===== config.mk =====
export PLATFORM = sky130hd
export DESIGN_NAME = structured_quad_element_nodes_core_flat
export DESIGN_NICKNAME = d
export VERILOG_FILES = /design/src/design/sqen_pkg.sv /design/src/design/sqen_if.sv /design/src/design/sqen_slot_calc.sv /design/src/design/structured_quad_element_nodes_core.sv /design/src/flat_wrapper.sv
export SDC_FILE = /design/constraint.sdc
export NUM_CORES = 2
export LEC_CHECK = 0
export ABC_AREA = 0
export ABC_CLOCK_PERIOD_IN_PS = 20200
export BUFFER_PORTS_ARGS = -buffer_cell sky130_fd_sc_hd__buf_4
export CORE_ASPECT_RATIO = 2
export CORE_MARGIN = 2
export CORE_UTILIZATION = 60
export DETAILED_ROUTE_END_ITERATION = 10
export PLACE_DENSITY = 0.81
export SKIP_LAST_GASP = 1
export SLEW_MARGIN = 20
export SYNTH_ARGS = -nofsm -noshare
export SYNTH_HDL_FRONTEND = slang
export SYNTH_SLANG_ARGS = --single-unit

===== constraint.sdc =====
create_clock -name clk -period 20.2 [get_ports clk]
set_input_delay 2.02 -clock clk [delete_from_list [all_inputs] [get_ports clk]]
set_output_delay 2.02 -clock clk [all_outputs]
set_load 0.01 [all_outputs]

===== src/design/sqen_pkg.sv =====
// Package with widths, register indexes, types and helpers of the quad element node block.
package sqen_pkg;

	localparam int MAX_SIDE   = 1024;
	localparam int SIDE_W     = 11;
	localparam int COORD_W    = 10;
	localparam int ID_W       = 32;
	localparam int KIND_W     = 2;
	localparam int CFG_IDX_W  = 2;
	localparam int CFG_DATA_W = 32;
	localparam int NUM_SLOTS  = 12;
	localparam int SUB_W      = 2;
	localparam int FULL_W     = 12;
	localparam int BLOCK_W    = 13;
	localparam int PROD_W     = 23;
	localparam int OFF_W      = 14;

	// Configuration register indexes.
	localparam logic [CFG_IDX_W-1:0] REG_GRID_COLS = 2'd0;
	localparam logic [CFG_IDX_W-1:0] REG_GRID_ROWS = 2'd1;
	localparam logic [CFG_IDX_W-1:0] REG_ELEM_KIND = 2'd2;
	localparam logic [CFG_IDX_W-1:0] REG_NODE_BASE = 2'd3;

	// Element kind codes; the two codes not named here both behave as the twelve-node kind.
	localparam logic [KIND_W-1:0] KIND_Q4 = 2'd0;
	localparam logic [KIND_W-1:0] KIND_Q8 = 2'd1;

	typedef logic [ID_W-1:0] node_id_t;
	typedef logic [OFF_W-1:0] node_off_t;
	typedef logic [NUM_SLOTS-1:0][ID_W-1:0] slot_vec_t;

	// Everything the slot stage needs about one element.
	typedef struct packed {
		node_id_t             row_base;
		logic [COORD_W-1:0]   along_elem;
		logic [SUB_W-1:0]     sub;
		logic                 col_major;
		logic                 in_grid;
		logic [FULL_W-1:0]    full_len;
		logic [SIDE_W-1:0]    line_len;
		logic [BLOCK_W-1:0]   block_len;
	} stage_t;

	// Multiply a side-sized value by the edge subdivision (1, 2 or 3) with shifts and adds.
	function automatic logic [BLOCK_W-1:0] times_sub(logic [SIDE_W-1:0] v, logic [SUB_W-1:0] sub);
		logic [BLOCK_W-1:0] w;
		w = BLOCK_W'(v);
		case (sub)
			2'd1: times_sub = w;
			2'd2: times_sub = w << 1;
			2'd3: times_sub = w + (w << 1);
			default: times_sub = '0;
		endcase
	endfunction

endpackage


===== src/design/sqen_if.sv =====
// Channel interfaces of the quad element node block: element input, node result, configuration.
interface sqen_in_if;
	import sqen_pkg::*;
	logic               valid;
	logic               ready;
	logic [COORD_W-1:0] elem_col;
	logic [COORD_W-1:0] elem_row;
	modport source(output valid, elem_col, elem_row, input ready);
	modport sink(input valid, elem_col, elem_row, output ready);
endinterface

interface sqen_out_if;
	import sqen_pkg::*;
	logic            valid;
	logic            ready;
	logic [ID_W-1:0] corner_a;
	logic [ID_W-1:0] slot_one;
	logic [ID_W-1:0] slot_two;
	logic [ID_W-1:0] slot_three;
	logic [ID_W-1:0] slot_four;
	logic [ID_W-1:0] slot_five;
	logic [ID_W-1:0] slot_six;
	logic [ID_W-1:0] slot_seven;
	logic [ID_W-1:0] slot_eight;
	logic [ID_W-1:0] slot_nine;
	logic [ID_W-1:0] slot_ten;
	logic [ID_W-1:0] slot_eleven;
	modport source(output valid, corner_a, slot_one, slot_two, slot_three, slot_four,
		slot_five, slot_six, slot_seven, slot_eight, slot_nine, slot_ten, slot_eleven,
		input ready);
	modport sink(input valid, corner_a, slot_one, slot_two, slot_three, slot_four,
		slot_five, slot_six, slot_seven, slot_eight, slot_nine, slot_ten, slot_eleven,
		output ready);
endinterface

interface sqen_cfg_if;
	import sqen_pkg::*;
	logic                  valid;
	logic                  ready;
	logic [CFG_IDX_W-1:0]  index;
	logic [CFG_DATA_W-1:0] data;
	modport source(output valid, index, data, input ready);
	modport sink(input valid, index, data, output ready);
endinterface


===== src/design/sqen_slot_calc.sv =====
// Slot stage: turns one element's row base and offsets into its twelve node id slots.
module sqen_slot_calc (
	input  sqen_pkg::stage_t    stage,
	output sqen_pkg::slot_vec_t slots
);
	import sqen_pkg::*;

	logic [BLOCK_W-1:0]       sub_along;
	node_off_t                off_row0 [4];
	node_off_t                off_row1 [4];
	node_off_t                off_mid1 [2];
	node_off_t                off_mid2 [2];
	node_off_t                off      [NUM_SLOTS];
	logic [NUM_SLOTS-1:0]     slot_en;

	// Offsets of the candidate nodes relative to the lower node line of the element.
	always_comb begin
		sub_along = times_sub(SIDE_W'(stage.along_elem), stage.sub);
		for (int t = 0; t < 4; t++) begin
			off_row0[t] = OFF_W'(sub_along) + OFF_W'(t);
			off_row1[t] = OFF_W'(stage.block_len) + OFF_W'(sub_along) + OFF_W'(t);
		end
		for (int b = 0; b < 2; b++) begin
			off_mid1[b] = OFF_W'(stage.full_len) + OFF_W'(stage.along_elem) + OFF_W'(b);
			off_mid2[b] = OFF_W'(stage.full_len) + OFF_W'(stage.line_len)
				+ OFF_W'(stage.along_elem) + OFF_W'(b);
		end
	end

	// Counter-clockwise ordering from the lower left corner, per subdivision and numbering order.
	always_comb begin
		for (int k = 0; k < NUM_SLOTS; k++) begin
			off[k] = '0;
		end
		slot_en = '0;
		case (stage.sub)
			2'd1: begin
				slot_en[3:0] = '1;
				off[0] = off_row0[0];
				off[1] = stage.col_major ? off_row1[0] : off_row0[1];
				off[2] = off_row1[1];
				off[3] = stage.col_major ? off_row0[1] : off_row1[0];
			end
			2'd2: begin
				slot_en[7:0] = '1;
				if (stage.col_major) begin
					off[0] = off_row0[0]; off[1] = off_mid1[0];
					off[2] = off_row1[0]; off[3] = off_row1[1];
					off[4] = off_row1[2]; off[5] = off_mid1[1];
					off[6] = off_row0[2]; off[7] = off_row0[1];
				end else begin
					off[0] = off_row0[0]; off[1] = off_row0[1];
					off[2] = off_row0[2]; off[3] = off_mid1[1];
					off[4] = off_row1[2]; off[5] = off_row1[1];
					off[6] = off_row1[0]; off[7] = off_mid1[0];
				end
			end
			default: begin
				slot_en = '1;
				if (stage.col_major) begin
					off[0]  = off_row0[0]; off[1]  = off_mid1[0]; off[2]  = off_mid2[0];
					off[3]  = off_row1[0]; off[4]  = off_row1[1]; off[5]  = off_row1[2];
					off[6]  = off_row1[3]; off[7]  = off_mid2[1]; off[8]  = off_mid1[1];
					off[9]  = off_row0[3]; off[10] = off_row0[2]; off[11] = off_row0[1];
				end else begin
					off[0]  = off_row0[0]; off[1]  = off_row0[1]; off[2]  = off_row0[2];
					off[3]  = off_row0[3]; off[4]  = off_mid1[1]; off[5]  = off_mid2[1];
					off[6]  = off_row1[3]; off[7]  = off_row1[2]; off[8]  = off_row1[1];
					off[9]  = off_row1[0]; off[10] = off_mid2[0]; off[11] = off_mid1[0];
				end
			end
		endcase
	end

	// Final id add; unused slots and elements outside the grid read as zero.
	always_comb begin
		for (int k = 0; k < NUM_SLOTS; k++) begin
			slots[k] = (stage.in_grid && slot_en[k])
				? stage.row_base + ID_W'(off[k]) : '0;
		end
	end

endmodule


===== src/design/structured_quad_element_nodes_core.sv =====
// Top level of the structured quad element node block.
// The block maps an element (column, row) of a structured rectangular grid to the
// global ids of its 4, 8 or 12 boundary nodes, counter-clockwise from the lower left.
// Channels: cfg takes register writes (index, data) and is always ready; item takes one
// element per beat; result gives one beat of twelve 32-bit node ids per element.
// Configuration must be written only while no element is in flight (not enforced).
// An accepted element passes the two register stages (element stage with the row-base
// multiply, then the slot add stage) and leaves from the slot add stage register.
// Throughput: one element per cycle while result.ready is high.
// When result.ready is low the result register holds its beat; one more element
// may still be taken into the element stage, after which item.ready drops.
// Reset clears both stage valid bits and loads the registers with their defaults:
// two by two corner nodes, the four-node kind, and a base id of zero.
module structured_quad_element_nodes_core (
	input  logic clk,
	input  logic arst_n,
	sqen_cfg_if.sink   cfg,
	sqen_in_if.sink    item,
	sqen_out_if.source result
);
	import sqen_pkg::*;

	logic [SIDE_W-1:0]  grid_cols_q;
	logic [SIDE_W-1:0]  grid_rows_q;
	logic [KIND_W-1:0]  elem_kind_q;
	node_id_t           node_base_q;

	logic               col_major;
	logic [SIDE_W-1:0]  line_len;
	logic [COORD_W-1:0] across_elem;
	logic [SUB_W-1:0]   sub;
	logic               side_ok;
	logic [PROD_W-1:0]  row_prod;
	stage_t             stage_d;
	stage_t             stage_s1;
	logic               vld_s1;

	slot_vec_t          slot_d;
	slot_vec_t          slot_s2;
	logic               vld_s2;
	logic               adv_s2;

	// Configuration registers.
	assign cfg.ready = 1'b1;

	always_ff @(posedge clk or negedge arst_n) begin
		if (!arst_n) begin
			grid_cols_q <= SIDE_W'(2);
			grid_rows_q <= SIDE_W'(2);
			elem_kind_q <= KIND_Q4;
			node_base_q <= '0;
		end else if (cfg.valid) begin
			unique case (cfg.index)
				REG_GRID_COLS: grid_cols_q <= cfg.data[SIDE_W-1:0];
				REG_GRID_ROWS: grid_rows_q <= cfg.data[SIDE_W-1:0];
				REG_ELEM_KIND: elem_kind_q <= cfg.data[KIND_W-1:0];
				REG_NODE_BASE: node_base_q <= cfg.data[ID_W-1:0];
				default: ;
			endcase
		end
	end

	// Element stage: numbering order, line lengths, range check and the row base id.
	always_comb begin
		col_major   = !(grid_cols_q < grid_rows_q);
		line_len    = col_major ? grid_rows_q : grid_cols_q;
		across_elem = col_major ? item.elem_col : item.elem_row;
		if (elem_kind_q == KIND_Q4) begin
			sub = 2'd1;
		end else if (elem_kind_q == KIND_Q8) begin
			sub = 2'd2;
		end else begin
			sub = 2'd3;
		end
		side_ok = (grid_cols_q >= SIDE_W'(2)) && (grid_cols_q <= SIDE_W'(MAX_SIDE))
			&& (grid_rows_q >= SIDE_W'(2)) && (grid_rows_q <= SIDE_W'(MAX_SIDE));

		stage_d.col_major  = col_major;
		stage_d.sub        = sub;
		stage_d.line_len   = line_len;
		stage_d.along_elem = col_major ? item.elem_row : item.elem_col;
		stage_d.in_grid    = side_ok
			&& (SIDE_W'(item.elem_col) < grid_cols_q - SIDE_W'(1))
			&& (SIDE_W'(item.elem_row) < grid_rows_q - SIDE_W'(1));
		stage_d.full_len   = FULL_W'(times_sub(line_len - SIDE_W'(1), sub) + BLOCK_W'(1));
		stage_d.block_len  = BLOCK_W'(stage_d.full_len) + times_sub(line_len, sub - SUB_W'(1));
		row_prod           = PROD_W'(across_elem) * PROD_W'(stage_d.block_len);
		stage_d.row_base   = node_base_q + ID_W'(row_prod);
	end

	// Pipeline handshake: each stage moves when the one after it has room.
	assign adv_s2     = !vld_s2 || result.ready;
	assign item.ready = !vld_s1 || adv_s2;

	always_ff @(posedge clk or negedge arst_n) begin
		if (!arst_n) begin
			vld_s1 <= 1'b0;
			vld_s2 <= 1'b0;
		end else begin
			if (item.ready) begin
				vld_s1 <= item.valid;
			end
			if (adv_s2) begin
				vld_s2 <= vld_s1;
			end
		end
	end

	always_ff @(posedge clk) begin
		if (item.valid && item.ready) begin
			stage_s1 <= stage_d;
		end
		if (adv_s2 && vld_s1) begin
			slot_s2 <= slot_d;
		end
	end

	// Slot stage.
	sqen_slot_calc u_slot_calc (
		.stage (stage_s1),
		.slots (slot_d)
	);

	// Result beat.
	assign result.valid       = vld_s2;
	assign result.corner_a    = slot_s2[0];
	assign result.slot_one    = slot_s2[1];
	assign result.slot_two    = slot_s2[2];
	assign result.slot_three  = slot_s2[3];
	assign result.slot_four   = slot_s2[4];
	assign result.slot_five   = slot_s2[5];
	assign result.slot_six    = slot_s2[6];
	assign result.slot_seven  = slot_s2[7];
	assign result.slot_eight  = slot_s2[8];
	assign result.slot_nine   = slot_s2[9];
	assign result.slot_ten    = slot_s2[10];
	assign result.slot_eleven = slot_s2[11];

endmodule


===== src/flat_wrapper.sv =====
// flat-port wrapper written by rule: the top's interface ports become plain ports
module structured_quad_element_nodes_core_flat import sqen_pkg::*;
  (clk, arst_n, cfg_valid, cfg_index, cfg_data, cfg_ready, item_valid, item_elem_col, item_elem_row, item_ready, result_valid, result_corner_a, result_slot_one, result_slot_two, result_slot_three, result_slot_four, result_slot_five, result_slot_six, result_slot_seven, result_slot_eight, result_slot_nine, result_slot_ten, result_slot_eleven, result_ready);
  sqen_cfg_if cfg_i ();
  sqen_in_if item_i ();
  sqen_out_if result_i ();
  input  logic clk;
  input  logic arst_n;
  input wire logic [$bits(cfg_i.valid)-1:0] cfg_valid;
  input wire logic [$bits(cfg_i.index)-1:0] cfg_index;
  input wire logic [$bits(cfg_i.data)-1:0] cfg_data;
  output wire logic [$bits(cfg_i.ready)-1:0] cfg_ready;
  input wire logic [$bits(item_i.valid)-1:0] item_valid;
  input wire logic [$bits(item_i.elem_col)-1:0] item_elem_col;
  input wire logic [$bits(item_i.elem_row)-1:0] item_elem_row;
  output wire logic [$bits(item_i.ready)-1:0] item_ready;
  output wire logic [$bits(result_i.valid)-1:0] result_valid;
  output wire logic [$bits(result_i.corner_a)-1:0] result_corner_a;
  output wire logic [$bits(result_i.slot_one)-1:0] result_slot_one;
  output wire logic [$bits(result_i.slot_two)-1:0] result_slot_two;
  output wire logic [$bits(result_i.slot_three)-1:0] result_slot_three;
  output wire logic [$bits(result_i.slot_four)-1:0] result_slot_four;
  output wire logic [$bits(result_i.slot_five)-1:0] result_slot_five;
  output wire logic [$bits(result_i.slot_six)-1:0] result_slot_six;
  output wire logic [$bits(result_i.slot_seven)-1:0] result_slot_seven;
  output wire logic [$bits(result_i.slot_eight)-1:0] result_slot_eight;
  output wire logic [$bits(result_i.slot_nine)-1:0] result_slot_nine;
  output wire logic [$bits(result_i.slot_ten)-1:0] result_slot_ten;
  output wire logic [$bits(result_i.slot_eleven)-1:0] result_slot_eleven;
  input wire logic [$bits(result_i.ready)-1:0] result_ready;
  assign cfg_i.valid = cfg_valid;
  assign cfg_i.index = cfg_index;
  assign cfg_i.data = cfg_data;
  assign cfg_ready = cfg_i.ready;
  assign item_i.valid = item_valid;
  assign item_i.elem_col = item_elem_col;
  assign item_i.elem_row = item_elem_row;
  assign item_ready = item_i.ready;
  assign result_valid = result_i.valid;
  assign result_corner_a = result_i.corner_a;
  assign result_slot_one = result_i.slot_one;
  assign result_slot_two = result_i.slot_two;
  assign result_slot_three = result_i.slot_three;
  assign result_slot_four = result_i.slot_four;
  assign result_slot_five = result_i.slot_five;
  assign result_slot_six = result_i.slot_six;
  assign result_slot_seven = result_i.slot_seven;
  assign result_slot_eight = result_i.slot_eight;
  assign result_slot_nine = result_i.slot_nine;
  assign result_slot_ten = result_i.slot_ten;
  assign result_slot_eleven = result_i.slot_eleven;
  assign result_i.ready = result_ready;
  structured_quad_element_nodes_core u_core (.clk(clk), .arst_n(arst_n), .cfg(cfg_i), .item(item_i), .result(result_i));
endmodule

==> flow_summary.yaml <==
floorplanning:
  die_height_um: 381
  initial_core_util_pct: 60.5
  row_count: 138
  dieArea_um2: 73500
  die_w_um: 193
  core_um2: 70600
  io_pins: 446
sta:
  setup_viol: 0
  hold_viol_final: 0
  skew_ns: 0.0502
  final_max_slew_viol_count: 0
  post-route-min-period_ns: 13.37
  tightest_slew_ns: 1.30
  rsz0062_at_grt: "false"
  max_freq_mhz: 74.8
  fin_crit_sh_pct: 66.2
  finalSetupTns_ns: 0
  slew_headroom_pct: 13.1
critical_path:
  worstPathMaxFanout: 25
  cp_slowest_stage_delay_ns: 0.80
  end_kind: "flop"
  path_common_cell: "a21o_1"
  worst_setup_path_start_kind: "flop"
  crit_type: "reg -> reg"
  crit_required_ns: 20.60
  cpMaxStageDelayCell: "xor2_1"
  crit_arrival_ns: 13.77
placement:
  gp_congestion: 1.07
  port_buffers: 444
  dp.final_hpwl_mm: 129
  placed_cell_area_um2: 47100
clock_tree:
  htreeDepth: 2
  cts_tree: "done"
  hold_buffers: 0
  clk_pin_slew_ns: 0.07
  cts.sinks: 524
  cts_setup_buffers: 0
  clockBufferDepth: 3
  cts_buffers: 46
  clk_latency_ns: 0.67
  cts-resized-gates: 0
  cts_root_buf: "clkbuf_16"
min_path:
  min_path_type: "reg -> reg"
route:
  drt-wirelength-per-cell_um: 28.0
  route.detailed.drc: 0
  drt_iter0_drc: 3753
  routed_via_density: 6.45
  ant_nets: 0
  routed_wl_mm: 162
  dr.pass1.iters: 10
  vias: 37402
synthesis:
  synth_edf_count: 466
  yosys.area.top_type_share_pct: 32.8
  synth_area_um2: 42700
  async_flop_share_pct: 11.1
  avgSynthCellArea_um2: 9.53
  yosysSeqAreaShare_pct: 36.2
  synth_warnings: 0
  synth_flop_cell: "edfxtp_1"
  ys_ff_latch: 524
  syn_nets: 5018
  synthCells: 4480
  yosysTopAreaCell: "edfxtp_1"
  yosysUniqueCellTypes: 101
  synthTopCellsByArea: "edfxtp_1 (33%), ha_1 (10%), fa_1 (6.4%), xnor2_1 (4.2%), nor2_1 (4.0%)"
grt:
  grt_pass1_wl_mm: 233
  globalRouteOverflowTotal: 0
  globalRoute.busiestLayer: "met2"
  antenna_found_initial: 6
  track_usage_pct: 43.9
  first_global_vias: 37187
  grt_max_degree: 172
  use_met1_pct: 39.7
  grtUsageMet3_pct: 9.36
  use_met2_pct: 75.7
final_layout:
  fin_util_pct: 69.1
  layout_common_cells: "buf_4 (525), edfxtp_1 (466), nor2_1 (450)"
  finalInstanceArea_um2: 48800
  drive_gt1_share_pct: 15.6
  fillers: 5553
  mostFrequentLayoutCell: "buf_4"
  final_net_count: 5385
  synthToLayoutAreaGrowth_pct: 14.2
flow_run:
  maxCapViolCount: 0
run_status:
  outcome: "finished clean"
## flip-flops by register name, indices dropped and copies added (netlist names), 2 cells and up
register	cells
u_core.grid_rows_q	11
u_core.result.corner_a	32
u_core.node_base_q	32
u_core.stage_s1	82
u_core.result.slot_six	32
u_core.result.slot_five	32
u_core.result.slot_two	32
u_core.result.slot_seven	32
u_core.result.slot_eleven	32
u_core.result.slot_eight	32
u_core.result.slot_three	32
u_core.elem_kind_q	2
u_core.result.slot_ten	32
u_core.result.slot_nine	32
u_core.result.slot_four	32
u_core.grid_cols_q	11
u_core.result.slot_one	32
## metrics by stage
stage | hold WS [ns] | instances | worst slack, ns
floorplan | 0.449 | 4480 | 8.63
global placement | 0.475 | 5707 | 7.26
detailed placement | 0.483 | 5707 | 7.19
CTS | 0.507 | 5792 | 7.14
global route | 0.536 | 5795 | 6.25
finish | 0.494 | 5800 | 6.83
## worst max-delay path: cells and delay by family, from the launching register on
kind / cells / cell delay, ns
DFF: 1 / 0.40
buffers and inverters: 8 / 1.20
AOI/OAI and AO/OA: 18 / 4.26
and+or+nand+nor: 8 / 1.76
xor gates and xnor gates: 5 / 1.44
adders and majority gates: 10 / 4.04
## routing by layer
metal / routed length (µm) / share of wire, % / up-vias
met2: 80700 / 50 / 2284
met3: 13100 / 8.1 / 870
li1: - / - / 16563
met1: 46400 / 29 / 17681
met4: 22000 / 14 / 4
met5: 27 / 0.017 / -
## cell usage after synthesis, types with 20 or more instances
master / n
clkbuf_1: 158
inv_1: 281
or3_1: 73
nor2_1: 452
xor2_1: 175
and3_1: 42
nand4_1: 20
mux2i_1: 102
a211oi_1: 37
nor2b_1: 45
o21bai_1: 23
nand2b_1: 51
ha_1: 342
o21a_1: 40
dfrtp_1: 56
o21ai_0: 216
o211ai_1: 25
edfxtp_1: 466
o22ai_1: 54
nor3_1: 87
nand2_1: 395
fa_1: 137
nand3_1: 80
buf_1: 29
nor3b_1: 22
mux2_2: 77
xnor2_1: 204
a21boi_0: 36
and2_1: 132
a21o_1: 75
a21oi_1: 278
## worst paths after layout
| path | startpoint | to | slack, ns | cells past startpoint |
|---|---|---|---|---|
| setup / recovery | u_core.grid_rows_q[9] | u_core.stage_s1[79] | 6.83 | 49 |
| hold / removal | u_core.vld_s1 | u_core.result.valid | 0.49 | 1 |
| setup reg to reg | u_core.grid_rows_q[9] | u_core.stage_s1[79] | 6.83 | 49 |
| hold reg to reg | u_core.vld_s1 | u_core.result.valid | 0.49 | 1 |
| max in group asynchronous | arst_n | u_core.elem_kind_q[1] | 18.09 | 1 |
| min in group asynchronous | arst_n | u_core.result.valid | 1.45 | 1 |
## cell families after synthesis
kind of cell / share of synthesized area [%]
buffers and inverters: 4.56
muxes: 4.47
DFF: 36.2
AOI/OAI and AO/OA: 14.2
adders and majority gates: 16.4
xor gates and xnor gates: 7.81
and+or+nand+nor: 16.3
other: 0.00878
## layout make-up
type                       instances  area [µm²]  area share (%)
multi-input combinational       3463       25500            52.3
inverter                         284        1070            2.19
sequential                       524       15400            31.7
clock inverter                    28         439           0.900
tap                              910        1140            2.33
timing repair buffer             528        3980            8.17
clock buffer                      57        1200            2.46
antenna                            6        15.0          0.0308
Power is not shown: default switching activity piles up to over one toggle a cycle in this logic, so the estimate is an artifact.
